===== src/sv/rc5_irtx_pkg.sv =====
package rc5_irtx_pkg;

  localparam int FrameBits = 14;
  localparam int AddrW     = 5;
  localparam int CmdW      = 7;
  localparam int CarrierW  = 8;
  localparam int HalfBitW  = 16;
  localparam int GapW      = 20;
  localparam int CfgDataW  = 20;
  localparam int CfgIdxW   = 3;
  localparam int BitIdxW   = 4;

  // Register indexes on the configuration port
  localparam logic [CfgIdxW-1:0] CfgDeviceAddress   = 3'd0;
  localparam logic [CfgIdxW-1:0] CfgCarrierPeriod   = 3'd1;
  localparam logic [CfgIdxW-1:0] CfgCarrierDuty     = 3'd2;
  localparam logic [CfgIdxW-1:0] CfgHalfBitTicks    = 3'd3;
  localparam logic [CfgIdxW-1:0] CfgRepeatGapTicks  = 3'd4;

  // Reset values of the registers
  localparam logic [AddrW-1:0]    DeviceAddressRst = 5'd0;
  localparam logic [CarrierW-1:0] CarrierTopRst    = 8'd32;
  localparam logic [CarrierW-1:0] CarrierDutyRst   = 8'd7;
  localparam logic [HalfBitW-1:0] HalfBitRst       = 16'd1067;
  localparam logic [GapW-1:0]     RepeatGapRst     = 20'd106800;

  typedef struct packed {
    logic            key_held;
    logic [CmdW-1:0] command;
  } tick_in_t;

  typedef struct packed {
    logic ir_drive;
    logic mark_envelope;
    logic busy_res;
    logic frame_last;
  } tick_out_t;

endpackage


===== src/sv/rc5_ir_frame_transmitter.sv =====
// Extended RC-5 infrared transmitter driven by one input transaction per time tick. While idle,
// a tick with key_held set latches a 14-bit frame (start bit, inverted command bit 6, toggle,
// 5-bit device address, command bits 5..0) and sending begins on that tick. Each bit goes out
// Manchester coded, MSB first, as two half-bits of half_bit_ticks ticks (1 = space then mark,
// 0 = mark then space); marks are gated by a free-running carrier of period
// carrier_period_top + 1 that is on while its counter is at or below carrier_duty_count. Every
// frame is followed by repeat_gap_ticks ticks of gap; a key still held at the gap's end resends
// the same frame, otherwise the toggle bit flips and the block goes idle. Each input transaction
// yields exactly one result transaction. A tick is accepted whenever the output register is empty or
// being taken, and its result is registered there; the output register is the only stage, so
// throughput is one tick per cycle for as long as the result side keeps taking. Configuration
// writes take effect at once and should be made while no tick is in flight.
module rc5_ir_frame_transmitter #(
  parameter int TIMER_BITS = 20
) (
  input  logic                                  clk_i,
  input  logic                                  rst_ni,
  input  logic                                  cfg_we_i,
  input  logic [rc5_irtx_pkg::CfgIdxW-1:0]      cfg_index_i,
  input  logic [rc5_irtx_pkg::CfgDataW-1:0]     cfg_data_i,
  input  logic                                  in_valid_i,
  output logic                                  in_ready_o,
  input  rc5_irtx_pkg::tick_in_t                in_data_i,
  output logic                                  out_valid_o,
  input  logic                                  out_ready_i,
  output rc5_irtx_pkg::tick_out_t               out_data_o
);
  import rc5_irtx_pkg::*;

  localparam int CmpW = ((TIMER_BITS > GapW) ? TIMER_BITS : GapW) + 1;

  typedef enum logic [1:0] {
    PH_IDLE = 2'd0,
    PH_SEND = 2'd1,
    PH_GAP  = 2'd2
  } phase_e;

  // Configuration
  logic [AddrW-1:0]    dev_addr_q;
  logic [CarrierW-1:0] carrier_top_q;
  logic [CarrierW-1:0] carrier_duty_q;
  logic [HalfBitW-1:0] half_bit_q;
  logic [GapW-1:0]     gap_q;

  // Transmitter state
  phase_e                 phase_q, phase_d;
  logic [FrameBits-1:0]   frame_q, frame_d;
  logic [BitIdxW-1:0]     bit_idx_q, bit_idx_d;
  logic                   second_half_q, second_half_d;
  logic [TIMER_BITS-1:0]  timer_q, timer_d;
  logic [CarrierW-1:0]    carrier_q, carrier_d;
  logic                   toggle_q, toggle_d;

  logic                   out_valid_q;
  tick_out_t              out_data_q, out_data_d;

  logic                   in_fire;

  function automatic logic interval_end(input logic [TIMER_BITS-1:0] t,
                                        input logic [CmpW-1:0] len);
    logic [CmpW-1:0] lim;
    logic [CmpW-1:0] nxt;
    lim = (len == '0) ? CmpW'(1) : len;
    nxt = CmpW'(t) + CmpW'(1);
    return (nxt >= lim) || (t == '1);
  endfunction

  assign in_ready_o  = !out_valid_q || out_ready_i;
  assign in_fire     = in_valid_i && in_ready_o;
  assign out_valid_o = out_valid_q;
  assign out_data_o  = out_data_q;

  always_comb begin
    logic                 carrier_on;
    logic                 mark;
    logic                 busy;
    logic                 last;
    logic                 cur_bit;
    logic [BitIdxW-1:0]   sel;

    phase_d       = phase_q;
    frame_d       = frame_q;
    bit_idx_d     = bit_idx_q;
    second_half_d = second_half_q;
    timer_d       = timer_q;
    toggle_d      = toggle_q;
    mark          = 1'b0;
    busy          = 1'b0;
    last          = 1'b0;
    cur_bit       = 1'b0;
    sel           = '0;

    carrier_on = (carrier_q <= carrier_duty_q);
    carrier_d  = (carrier_q >= carrier_top_q) ? '0 : carrier_q + CarrierW'(1);

    // Idle (and the unused phase code): on a held key, latch a frame and start on this tick
    if (phase_q != PH_SEND && phase_q != PH_GAP) begin
      phase_d = PH_IDLE;
      if (in_data_i.key_held) begin
        frame_d       = {1'b1, ~in_data_i.command[CmdW-1], toggle_q, dev_addr_q,
                         in_data_i.command[CmdW-2:0]};
        phase_d       = PH_SEND;
        bit_idx_d     = '0;
        second_half_d = 1'b0;
        timer_d       = '0;
      end
    end

    if (phase_d == PH_SEND) begin
      busy = 1'b1;
      if (bit_idx_d >= BitIdxW'(FrameBits)) begin
        phase_d = PH_GAP;
        timer_d = '0;
        last    = 1'b1;
      end else begin
        sel     = BitIdxW'(FrameBits - 1) - bit_idx_d;
        cur_bit = frame_d[sel];
        mark    = (cur_bit == second_half_d);
        if (interval_end(timer_d, CmpW'(half_bit_q))) begin
          timer_d = '0;
          if (second_half_d) begin
            second_half_d = 1'b0;
            if (bit_idx_d == BitIdxW'(FrameBits - 1)) begin
              last      = 1'b1;
              phase_d   = PH_GAP;
              bit_idx_d = '0;
            end else begin
              bit_idx_d = bit_idx_d + BitIdxW'(1);
            end
          end else begin
            second_half_d = 1'b1;
          end
        end else begin
          timer_d = timer_d + TIMER_BITS'(1);
        end
      end
    end else if (phase_d == PH_GAP) begin
      busy = 1'b1;
      if (interval_end(timer_d, CmpW'(gap_q))) begin
        timer_d = '0;
        if (in_data_i.key_held) begin
          // repeat the same frame, command is not relatched
          phase_d       = PH_SEND;
          bit_idx_d     = '0;
          second_half_d = 1'b0;
        end else begin
          toggle_d = ~toggle_q;
          phase_d  = PH_IDLE;
        end
      end else begin
        timer_d = timer_d + TIMER_BITS'(1);
      end
    end

    out_data_d.ir_drive      = mark & carrier_on;
    out_data_d.mark_envelope = mark;
    out_data_d.busy_res      = busy;
    out_data_d.frame_last    = last;
  end

  always_ff @(posedge clk_i or negedge rst_ni) begin
    if (!rst_ni) begin
      dev_addr_q     <= DeviceAddressRst;
      carrier_top_q  <= CarrierTopRst;
      carrier_duty_q <= CarrierDutyRst;
      half_bit_q     <= HalfBitRst;
      gap_q          <= RepeatGapRst;
      phase_q        <= PH_IDLE;
      frame_q        <= '0;
      bit_idx_q      <= '0;
      second_half_q  <= 1'b0;
      timer_q        <= '0;
      carrier_q      <= '0;
      toggle_q       <= 1'b0;
      out_valid_q    <= 1'b0;
      out_data_q     <= '0;
    end else begin
      if (cfg_we_i) begin
        unique case (cfg_index_i)
          CfgDeviceAddress:  dev_addr_q     <= cfg_data_i[AddrW-1:0];
          CfgCarrierPeriod:  carrier_top_q  <= cfg_data_i[CarrierW-1:0];
          CfgCarrierDuty:    carrier_duty_q <= cfg_data_i[CarrierW-1:0];
          CfgHalfBitTicks:   half_bit_q     <= cfg_data_i[HalfBitW-1:0];
          CfgRepeatGapTicks: gap_q          <= cfg_data_i[GapW-1:0];
          default: ;
        endcase
      end
      if (in_fire) begin
        phase_q       <= phase_d;
        frame_q       <= frame_d;
        bit_idx_q     <= bit_idx_d;
        second_half_q <= second_half_d;
        timer_q       <= timer_d;
        carrier_q     <= carrier_d;
        toggle_q      <= toggle_d;
        out_valid_q   <= 1'b1;
        out_data_q    <= out_data_d;
      end else if (out_ready_i) begin
        out_valid_q   <= 1'b0;
      end
    end
  end

endmodule


===== config.mk =====
export PLATFORM = sky130hd
export DESIGN_NAME = rc5_ir_frame_transmitter
export DESIGN_NICKNAME = d
export VERILOG_FILES = /design/src/sv/rc5_irtx_pkg.sv /design/src/sv/rc5_ir_frame_transmitter.sv
export SDC_FILE = /design/constraint.sdc
export NUM_CORES = 1
export LEC_CHECK = 0
export ABC_AREA = 0
export BUFFER_PORTS_ARGS = -buffer_cell sky130_fd_sc_hd__buf_2
export CORE_MARGIN = 3
export CORE_UTILIZATION = 50
export DETAILED_ROUTE_END_ITERATION = 6
export GPL_TIMING_DRIVEN = 0
export PLACE_DENSITY = 0.68
export SETUP_SLACK_MARGIN = 0.15
export SLEW_MARGIN = 20
export SYNTH_ARGS = -nofsm -noshare
export SYNTH_HDL_FRONTEND = slang
export SYNTH_SLANG_ARGS = --single-unit

===== constraint.sdc =====
create_clock -name clk_i -period 5.8 [get_ports clk_i]
set_input_delay 0.29 -clock clk_i [delete_from_list [all_inputs] [get_ports clk_i]]
set_output_delay 0.29 -clock clk_i [all_outputs]
set_load 0.05 [all_outputs]

==> results.json, run 1 <==
{
  "synthAdderAreaFrac_pct": 9.85,
  "number_of_global_route_vias_before_repair": 5841,
  "max-cap-violations": 0,
  "whs_endpoint": "frame_q[12]$_DFFE_PN0P_",
  "dieWidth_um": 125,
  "final_min_period_over_clock_period_pct": 92.4,
  "grt-ovfl-total": 0,
  "critical_path.max_fanout": 10,
  "cpMaxStageDelayCell": "dfrtp_1",
  "setup.worst_path.end_class": "flip-flop",
  "timing.critical_path.arrival_ps": 5650,
  "grt_first_pass_wirelength_um": 30200,
  "row_count": 42,
  "synth-xor-area-share_pct": 2.49,
  "r2r_start": "phase_q[0]$_DFFE_PN0P_",
  "post_route_cells_drive_above_1_share_pct": 18.6,
  "route.detailed.wl_per_inst_um": 18.4,
  "post_drt_via_cell_ratio": 5.97,
  "cts_buffers": 9,
  "final-max-slew-violation-count": 0,
  "drc": 0,
  "rsz_0062_raised_after_global_routing": "false",
  "postSynthCellCount": 744,
  "critPathKind": "flip-flop to flip-flop",
  "total_leakage_power_nw": 3.59,
  "cpLargestDelayFamily": "compound AO/OA/AOI/OAI gates",
  "whs_path_depth": 2,
  "irDropWorstVdd_uv": 273,
  "worstSkewPairLatency_ps": 360,
  "fp.dieH_um": 125,
  "slew-limit-headroom_pct": 43.0,
  "final_nets": 887,
  "timing.critical_path.cells": "inv_1 -> ha_1 -> buf_6 -> nand2_1 -> buf_4 -> clkbuf_2 -> and2_1 -> ha_1 -> and2_1 -> nand3_1 -> xor2_1 -> nor2_1 -> ha_1 -> and3_1 -> a221o_1 -> a31oi_1 -> maj3_1 -> o21a_1 -> o211ai_1 -> a21o_1 -> o21ai_1 -> buf_2 -> a22o_1",
  "synth.mux.area_fraction_pct": 8.53,
  "clk_transition_reported_paths_ps": 70,
  "r2r_slack_ps": 440,
  "antenna_left": 0,
  "clock-sinks": 112,
  "critical_hold_path_startpoint": "in_data_i[6]",
  "power-per-cell-area_mw_per_mm2": 352,
  "place_congestion": 0.881,
  "grt_max_degree": 64,
  "setup_total_neg_slack_ps": 0,
  "async_reset_ff_share_pct": 100,
  "startpoint_type": "flip-flop",
  "synth_seq_area_share_pct": 40.1,
  "post-place-cells": 962,
  "ctsRootBufferMaster": "clkbuf_16",
  "synth_compound_area_share_pct": 15.8,
  "worst_endpoint_required_time_ps": 6100,
  "detail_route.iter0.violations": 491,
  "p_total_mw": 2.78,
  "skew_ps": 9.86,
  "firstDrtPassIters": 5,
  "synth.cell_area_sq_mm": 0.00704,
  "cts_tree": "done",
  "tightestPinTransition_ps": 844,
  "clock_path_buffers": 2,
  "initial_antenna_violation_count": 0,
  "area_growth_syn_to_layout_pct": 12.2,
  "fmaxAchievable_mhz": 187,
  "critical_path.max_stage_delay_ps": 380,
  "initial_core_util_pct": 52.1,
  "run_status": "complete, no violations",
  "synth_warnings": 0,
  "ios": 42,
  "num_vias": 5849,
  "stdcell_count": 979,
  "crit_path_most_repeated_cell": "ha_1",
  "aggregate_routed_wire_length_um": 18000,
  "timing.final.setup_violations": 0,
  "reg2reg_depth": 23,
  "finalCriticalPeriod_ps": 5360,
  "die_area_sq_mm": 0.0155,
  "synth_edf_count": 0,
  "filler_cell_count": 1176,
  "timing.rr.end": "timer_q[9]$_DFFE_PN0P_",
  "io_buffers": 41,
  "clock_tree.htree_level_count": 3,
  "cts.repair_timing.setup_buffer_count": 0,
  "total_nets_after_synthesis": 833,
  "synth-simple-area-share_pct": 17.6,
  "synth.ff_latch_count": 112,
  "synth_area_per_cell_sq_um": 9.46,
  "timing.critical_path.buf_inv": 5,
  "coreArea_sq_mm": 0.0135,
  "grt_util_all_layers_pct": 24.0,
  "min_path_type": "input pin to flip-flop",
  "post-dp-hpwl_um": 13500,
  "combinational_family_with_the_most_area_after_synthesis": "simple AND/OR/NAND/NOR gates",
  "synth-main-ff-cell": "dfrtp_1",
  "report.final.hold_viol_count": 0,
  "num_antenna_cells": 0,
  "synth.lib_cells_used.distinct": 78
}
-- placed cells by master, fill, tap and decap left out, types with 3 or more instances in the layout --
cell type  synthesis  routed
a211oi_1           3       3
a21boi_0           4       4
a21o_1             7       7
a21oi_1           18      17
a22o_1            17      17
a31oi_1            9       9
and2_1             9       9
and3_1             7       7
buf_2              3      43
buf_6              3       4
bufinv_16          0       3
clkbuf_1          18      16
clkbuf_16          0       9
clkbuf_8           2       5
dfrtp_1           97      97
dfstp_2           15      15
ha_1              53      53
inv_1             66      66
maj3_1             3       3
mux2_2            40      40
mux2i_1            6       6
mux4_2             4       4
nand2_1           85      85
nand2b_1           7       7
nand3_1           20      20
nand4_1           15      15
nor2_1            51      51
nor2b_1            5       5
nor3_1            14      14
nor4_1             7       7
o2111ai_1          3       3
o211ai_1           7       7
o21a_1             4       4
o21ai_0           62      62
o21ai_1            3       3
o31ai_1            3       3
xnor2_1           10      10
xor2_1            10      10
-- synth_stat cells (3+ instances only) --
cell type	n	share of area (%)
nand2b_1	7	0.62
o21ai_1	3	0.21
xor2_1	10	1.2
a31oi_1	9	0.80
o21ai_0	62	4.4
a21boi_0	4	0.43
buf_2	3	0.21
clkbuf_1	18	0.96
nor4_1	7	0.62
nor3_1	14	1.0
a211oi_1	3	0.32
a21oi_1	18	1.3
ha_1	53	9.4
nor2_1	51	2.7
mux2_2	40	6.4
o211ai_1	7	0.75
nand2_1	85	4.5
and3_1	7	0.62
o21a_1	4	0.43
and2_1	9	0.80
xnor2_1	10	1.2
inv_1	66	3.5
maj3_1	3	0.43
a22o_1	17	2.1
o2111ai_1	3	0.37
a21o_1	7	0.75
nor2b_1	5	0.44
dfstp_2	15	5.6
mux2i_1	6	0.85
nand4_1	15	1.3
o31ai_1	3	0.32
buf_6	3	0.48
mux4_2	4	1.3
nand3_1	20	1.4
dfrtp_1	97	34
-- area by class of cell --
| class | instances | area [sq um] | area share (%) |
|---|---|---|---|
| clock inverters | 4 | 98.8 | 1.25 |
| well taps | 176 | 220 | 2.79 |
| flip-flops and latches | 112 | 2820 | 35.7 |
| repair buffers | 43 | 249 | 3.15 |
| multi-input cells | 539 | 3840 | 48.6 |
| plain buffers | 27 | 154 | 1.95 |
| clock buffers | 12 | 267 | 3.38 |
| inverters | 66 | 248 | 3.14 |
-- worst max path at each step --
stage	from	end	cells past startpoint
finish	phase_q[0]$_DFFE_PN0P_	timer_q[9]$_DFFE_PN0P_	23
detailed placement	phase_q[0]$_DFFE_PN0P_	second_half_q$_DFFE_PN0P_	22
floorplan	phase_q[0]$_DFFE_PN0P_	phase_q[1]$_DFFE_PN0P_	23
global placement	phase_q[0]$_DFFE_PN0P_	second_half_q$_DFFE_PN0P_	22
CTS	phase_q[0]$_DFFE_PN0P_	second_half_q$_DFFE_PN0P_	23
global route	phase_q[0]$_DFFE_PN0P_	second_half_q$_DFFE_PN0P_	23
-- report_power, final --
| part | internal (mW) | switching, mW | total (mW) |
|---|---|---|---|
| Sequential | 0.968 | 0.144 | 1.11 |
| Clock | 0.459 | 0.294 | 0.753 |
| Combinational | 0.388 | 0.526 | 0.914 |
| Total | 1.82 | 0.964 | 2.78 |
-- sequential cells by signal, summed over array words and instances, names as in the netlist --
signal          cells
phase_q             2
carrier_duty_q      8
out_data_o          4
frame_q            14
timer_q            20
dev_addr_q          5
bit_idx_q           4
gap_q              20
out_valid_o         1
second_half_q       1
carrier_q           8
toggle_q            1
carrier_top_q       8
half_bit_q         16
-- worst reg2reg max path, stage by stage, from the launching register on --
cell and delay [ps]:
dfrtp_1 380, inv_1 80, ha_1 300, buf_6 140, nand2_1 230, buf_4 270, clkbuf_2 280, and2_1 170
ha_1 300, and2_1 250, nand3_1 110, xor2_1 170, nor2_1 210, ha_1 310, and3_1 170, a221o_1 340
a31oi_1 170, maj3_1 200, o21a_1 130, o211ai_1 160, a21o_1 260, o21ai_1 230, buf_2 290, a22o_1 170
-- per-stage QoR --
stage	cell area, sq um	worst slack (ps)	utilization (%)	hold WS, ps
floorplan	7040	1200	-	-5.59
global placement	7460	3.43	55.3	449
detailed placement	7500	-33.1	55.6	262
CTS	7890	188	58.4	116
global route	7900	165	58.5	132
finish	7900	443	58.5	120
-- metal layers --
layer	wire (um)	vias up	track usage, %	share of wire [%]
met5	0	-	0	0
met4	346	0	9.35	1.9
met3	955	24	3.39	5.3
met2	8400	170	37.8	47
met1	8290	2884	33.7	46
li1	-	2771	-	-
-- kinds of logic after synthesis --
group | Yosys count
AO/OA/AOI/OAI | 167
XOR/XNOR | 20
adder cells (fa/ha/maj) | 56
buffers and inverters | 93
flip-flops | 112
multiplexers | 50
AND/OR/NAND/NOR | 246
-- timing repair --
item                                    in CTS  in global routing
endpoints found under the setup margin      20                 25
hold buffers                                 1                  0
gates resized for setup                      2                  5
endpoints found under the hold margin       37                  0
pin swaps                                    0                  1
Power figures use the tool's default switching activity.
==> run 2: changes to the inputs <==
--- a/config.mk
+++ b/config.mk
@@ -7,11 +7,12 @@
 export LEC_CHECK = 0
 export ABC_AREA = 0
 export BUFFER_PORTS_ARGS = -buffer_cell sky130_fd_sc_hd__buf_2
-export CORE_MARGIN = 3
-export CORE_UTILIZATION = 50
+export CELL_PAD_IN_SITES_DETAIL_PLACEMENT = 0
+export CELL_PAD_IN_SITES_GLOBAL_PLACEMENT = 1
+export CORE_UTILIZATION = 48
 export DETAILED_ROUTE_END_ITERATION = 6
 export GPL_TIMING_DRIVEN = 0
-export PLACE_DENSITY = 0.68
+export PLACE_DENSITY_LB_ADDON = 0.1
 export SETUP_SLACK_MARGIN = 0.15
 export SLEW_MARGIN = 20
 export SYNTH_ARGS = -nofsm -noshare
==> run 2 against run 1 <==
Against the previous run:
- flip-flop and latch count is the same
- largest cell class unchanged
- utilization shrank 2.8 points
- critical endpoint is now second_half_q$_DFFE_PN0P_
- highest routed layer unchanged
- critical path depth is the same
- worst setup slack gained 72 ps
==> results.json, run 2 (synthesized netlist as in run 1, its figures left out) <==
{
  "grt-ovfl-total": 0,
  "min_path_type": "input pin to flip-flop",
  "layout_top_registers": "gap_q (20), timer_q (20), half_bit_q (16)",
  "initial_antenna_violation_count": 1,
  "num_antenna_cells": 0,
  "grt_util_all_layers_pct": 25.7,
  "ios": 42,
  "dieWidth_um": 123,
  "antenna_left": 0,
  "final_nets": 887,
  "final.hold.worst_slack_ps": 130,
  "irDropWorstVdd_uv": 159,
  "timing.critical_path.arrival_ps": 5520,
  "clk_transition_reported_paths_ps": 70,
  "rsz_0062_raised_after_global_routing": "false",
  "aggregate_routed_wire_length_um": 18000,
  "io_buffers": 41,
  "post_route_cells_drive_above_1_share_pct": 18.7,
  "final-max-slew-violation-count": 0,
  "num_vias": 5781,
  "stdcell_count": 983,
  "total_leakage_power_nw": 3.55,
  "firstDrtPassIters": 5,
  "worst_endpoint_required_time_ps": 6040,
  "slew-limit-headroom_pct": 41.7,
  "clock-sinks": 112,
  "place_congestion": 0.881,
  "critical_path.max_fanout": 10,
  "clock_path_buffers": 2,
  "most_common_cell_after_layout_fill_and_taps_aside": "dfrtp_1",
  "worstSkewPairLatency_ps": 350,
  "post-dp-hpwl_um": 14000,
  "finalCriticalPeriod_ps": 5280,
  "fin_util_pct": 55.6,
  "run_status": "complete, no violations",
  "grt_max_degree": 60,
  "grt_first_pass_wirelength_um": 29500,
  "drc": 0,
  "max-cap-violations": 0,
  "timing.final.setup_violations": 0,
  "tightestPinTransition_ps": 862,
  "critPathKind": "flip-flop to flip-flop",
  "skew_ps": 7.93,
  "cts_buffers": 9,
  "startpoint_type": "flip-flop",
  "area_growth_syn_to_layout_pct": 11.4,
  "final_min_period_over_clock_period_pct": 91.1,
  "route.detailed.wl_per_inst_um": 18.3,
  "number_of_global_route_vias_before_repair": 5627,
  "initial_core_util_pct": 49.9,
  "die_area_sq_mm": 0.0152,
  "detail_route.iter0.violations": 298,
  "fmaxAchievable_mhz": 189,
  "cts_tree": "done",
  "fp.dieH_um": 123,
  "post-place-cells": 966,
  "power-per-cell-area_mw_per_mm2": 337,
  "layout.cells.most_common_list": "dfrtp_1, nand2_1, inv_1, o21ai_0, ha_1",
  "coreArea_sq_mm": 0.0141,
  "report.final.hold_viol_count": 0,
  "ctsRootBufferMaster": "clkbuf_16",
  "clock_tree.htree_level_count": 3,
  "row_count": 43,
  "setup.worst_path.end_class": "flip-flop",
  "post_drt_via_cell_ratio": 5.88
}
run 2: critical path: stages, from the launching register on:
cell      delay, ps
dfrtp_1         380
inv_1            70
ha_1            310
buf_6           140
nand2_2         170
buf_4           250
clkbuf_4        240
and2_1          150
ha_1            290
and2_1          260
nand3_1         110
xor2_1          150
nor2_1          100
ha_1            380
and4_1          210
a221o_1         140
a31oi_1          50
maj3_1          360
o21a_1          190
o211ai_1        360
a21o_1          260
clkbuf_8        200
nand2_1          80
a311o_1         300
run 2: what timing repair did:
action / 4_1_cts / 5_1_grt
hold buffers: 1 / 0
endpoints found under the hold margin: 41 / 0
pin swaps: 0 / 1
setup buffers: 0 / 0
gates resized for setup: 3 / 8
setup endpoints to repair: 22 / 24
run 2: worst paths after layout:
path / from / to / slack [ps] / cells after the start
setup / recovery: phase_q[0]$_DFFE_PN0P_ / second_half_q$_DFFE_PN0P_ / 520 / 23
hold / removal: in_data_i[6] / frame_q[12]$_DFFE_PN0P_ / 130 / 2
setup reg to reg: phase_q[0]$_DFFE_PN0P_ / second_half_q$_DFFE_PN0P_ / 520 / 23
hold reg to reg: frame_q[13]$_DFFE_PN0P_ / frame_q[13]$_DFFE_PN0P_ / 470 / 1
max in group asynchronous: rst_ni / carrier_duty_q[0]$_DFFE_PN1P_ / 4630 / 3
min in group asynchronous: rst_ni / timer_q[16]$_DFFE_PN0P_ / 460 / 2
run 2: cell type report:
class | count | area, sq um
fill | 1277 | 6250
clock inverter | 3 | 25.0
clock buffer | 13 | 270
multi-input combinational | 539 | 3840
inverter | 66 | 248
tap | 180 | 225
timing repair buffer | 43 | 249
sequential | 112 | 2820
buffer | 27 | 159
run 2: power by group:
| group | internal, mW | switching [mW] |
|---|---|---|
| sequential | 0.968 | 0.142 |
| combinational | 0.390 | 0.527 |
| clock | 0.329 | 0.289 |
| total | 1.69 | 0.958 |
run 2: routing by layer:
metal  GRT usage [%]  routed length (um)  vias up
li1                -                   -     2772
met2            40.2                8200      149
met1            36.7                8720     2843
met4            6.70                 227        0
met3            4.34                 890       17
met5               0                   0        -
run 2: per-stage QoR:
stage | setup TNS, ps | instance area [sq um] | power, mW | setup WS [ps]
after detailed placement | -1170 | 7510 | 2.03 | -157
after CTS | 0 | 7820 | 2.65 | 229
after global routing | 0 | 7840 | 2.83 | 194
final | 0 | 7840 | 2.65 | 515
after floorplan | 0 | 7040 | 1.74 | 1200
after global placement | -560 | 7470 | 1.99 | -145
==> run 3: changes to the inputs <==
--- a/config.mk
+++ b/config.mk
@@ -9,6 +9,7 @@
 export BUFFER_PORTS_ARGS = -buffer_cell sky130_fd_sc_hd__buf_2
 export CELL_PAD_IN_SITES_DETAIL_PLACEMENT = 0
 export CELL_PAD_IN_SITES_GLOBAL_PLACEMENT = 1
+export CORE_ASPECT_RATIO = 1.25
 export CORE_UTILIZATION = 48
 export DETAILED_ROUTE_END_ITERATION = 6
 export GPL_TIMING_DRIVEN = 0
==> run 3 against run 2 <==
Against the previous run:
- die area hardly changed
- count of clock-buffer cells in the layout is 4 lower
- wire length is 2.3% higher
- maximum frequency is 1.5% lower
- critical path type unchanged
- critical endpoint is now timer_q[5]$_DFFE_PN0P_
- largest cell class unchanged
==> results.json, run 3 (synthesized netlist as in run 1, its figures left out) <==
{
  "layout.cells.most_common_list": "dfrtp_1, nand2_1, inv_1, o21ai_0, ha_1",
  "num_vias": 5777,
  "whs_path_depth": 2,
  "row_count": 49,
  "timing.critical_path.arrival_ps": 5670,
  "post_drt_via_cell_ratio": 5.89,
  "whs_endpoint": "frame_q[12]$_DFFE_PN0P_",
  "cts_buffers": 9,
  "final_min_period_over_clock_period_pct": 92.5,
  "preCtsSetupSlack_ps": -322,
  "final.hold.worst_slack_ps": 113,
  "fmaxAchievable_mhz": 186,
  "io_buffers": 41,
  "grt_first_pass_wirelength_um": 29300,
  "critical_hold_path_startpoint": "in_data_i[6]",
  "initial_antenna_violation_count": 1,
  "place_congestion": 0.874,
  "antenna_left": 0,
  "area_growth_syn_to_layout_pct": 11.3,
  "critPathKind": "flip-flop to flip-flop",
  "report.final.hold_viol_count": 0,
  "layout_top_registers": "gap_q (20), timer_q (20), half_bit_q (16)",
  "p_total_mw": 2.67,
  "most_common_cell_after_layout_fill_and_taps_aside": "dfrtp_1",
  "drc": 0,
  "timing.rr.end": "timer_q[5]$_DFFE_PN0P_",
  "startpoint_type": "flip-flop",
  "irDropWorstVdd_uv": 192,
  "filler_cell_count": 1314,
  "die_area_sq_mm": 0.0152,
  "num_antenna_cells": 0,
  "grt_max_degree": 73,
  "worstSkewPairLatency_ps": 370,
  "post_route_cells_drive_above_1_share_pct": 18.7,
  "clock_tree.htree_level_count": 3,
  "critical_path.max_fanout": 10,
  "grt_util_all_layers_pct": 26.0,
  "worst_case_setup_margin_in_the_final_layout_ps": 437,
  "reg2reg_depth": 23,
  "skew_ps": 15.2,
  "worst_endpoint_required_time_ps": 6110,
  "fp.dieH_um": 137,
  "max-cap-violations": 0,
  "coreArea_sq_mm": 0.0143,
  "r2r_slack_ps": 440,
  "route.detailed.wl_per_inst_um": 18.8,
  "clk_transition_reported_paths_ps": 90,
  "number_of_global_route_vias_before_repair": 5569,
  "final-max-slew-violation-count": 0,
  "slew-limit-headroom_pct": 35.3,
  "initial_core_util_pct": 49.1,
  "finalCriticalPeriod_ps": 5360,
  "post-dp-hpwl_um": 14100,
  "dieWidth_um": 110,
  "power-per-cell-area_mw_per_mm2": 341,
  "tightestPinTransition_ps": 957,
  "firstDrtPassIters": 5,
  "total_leakage_power_nw": 3.55,
  "run_status": "complete, no violations",
  "r2r_start": "phase_q[0]$_DFFE_PN0P_",
  "detail_route.iter0.violations": 335,
  "rsz_0062_raised_after_global_routing": "false",
  "cts_tree": "done",
  "setup.worst_path.end_class": "flip-flop",
  "ctsRootBufferMaster": "clkbuf_16",
  "timing.final.setup_violations": 0,
  "aggregate_routed_wire_length_um": 18400,
  "clock-sinks": 112,
  "final_nets": 887,
  "min_path_type": "input pin to flip-flop",
  "clock_path_buffers": 2,
  "grt-ovfl-total": 0,
  "ios": 42
}
## run 3: report_power, final
part	internal, mW	switching (mW)
Sequential	0.968	0.138
Clock	0.306	0.343
Combinational	0.388	0.525
## run 3: routing by layer
layer / share of wire, % / wire length, um / vias up / global-route usage [%]
met5: 0.070 / 13 / - / 0
met4: 3.0 / 556 / 2 / 10.5
met3: 3.6 / 669 / 32 / 4.40
met2: 49 / 9090 / 144 / 43.3
met1: 44 / 8110 / 2827 / 33.2
li1: - / - / 2772 / -
## run 3: area by class of cell
cell class	instances	area [sq um]	share of cell area (%)
timing repair buffer	43	249	3.18
clock buffer	9	225	2.88
clock inverter	7	77.6	0.990
buffer	27	156	2.00
multi-input combinational	539	3830	48.9
sequential	112	2820	36.0
inverter	66	248	3.16
tap	178	223	2.84
## run 3: stage by stage
stage               cell area, sq um  util (%)  instances  TNS, ps
floorplan                       7040         -        744        0
global route                    7830      54.6        981        0
finish                          7830      54.6        981        0
CTS                             7830      54.5        981        0
global placement                7470      52.0        963    -2890
detailed placement              7500      52.3        964    -4600
## run 3: worst max-delay path by stage
stage                     slack (ps)                      to  cells past startpoint                    from
final                            440  timer_q[5]$_DFFE_PN0P_                     23  phase_q[0]$_DFFE_PN0P_
after global routing             160  timer_q[5]$_DFFE_PN0P_                     23  phase_q[0]$_DFFE_PN0P_
after CTS                        170  timer_q[5]$_DFFE_PN0P_                     23  phase_q[0]$_DFFE_PN0P_
after detailed placement        -320  timer_q[5]$_DFFE_PN0P_                     23  phase_q[0]$_DFFE_PN0P_
after global placement          -240  timer_q[6]$_DFFE_PN0P_                     22  phase_q[0]$_DFFE_PN0P_
after floorplan                 1200  phase_q[1]$_DFFE_PN0P_                     23  phase_q[0]$_DFFE_PN0P_
## run 3: what timing repair did
item / in CTS / in global routing
buffers inserted: 0 / 0
hold endpoints to repair: 32 / 0
resized for setup: 5 / 4
hold buffers: 1 / 0
setup endpoints to repair: 25 / 25
## run 3: worst max-delay path, cell delays in order (launching register included)
cell      delay (ps)
dfrtp_1          400
inv_1             70
ha_1             300
buf_6            150
nand2_2          150
buf_4            240
clkbuf_2         290
and2_1           180
ha_2             270
and2_1           230
nand3_1          110
xor2_1           170
nor2_2           200
ha_1             300
and3_1           160
a221o_1          340
a31oi_1          170
maj3_1           190
o21a_1           140
o211ai_1         240
a21o_1           270
o21ai_1          310
buf_4            260
a22o_1           140
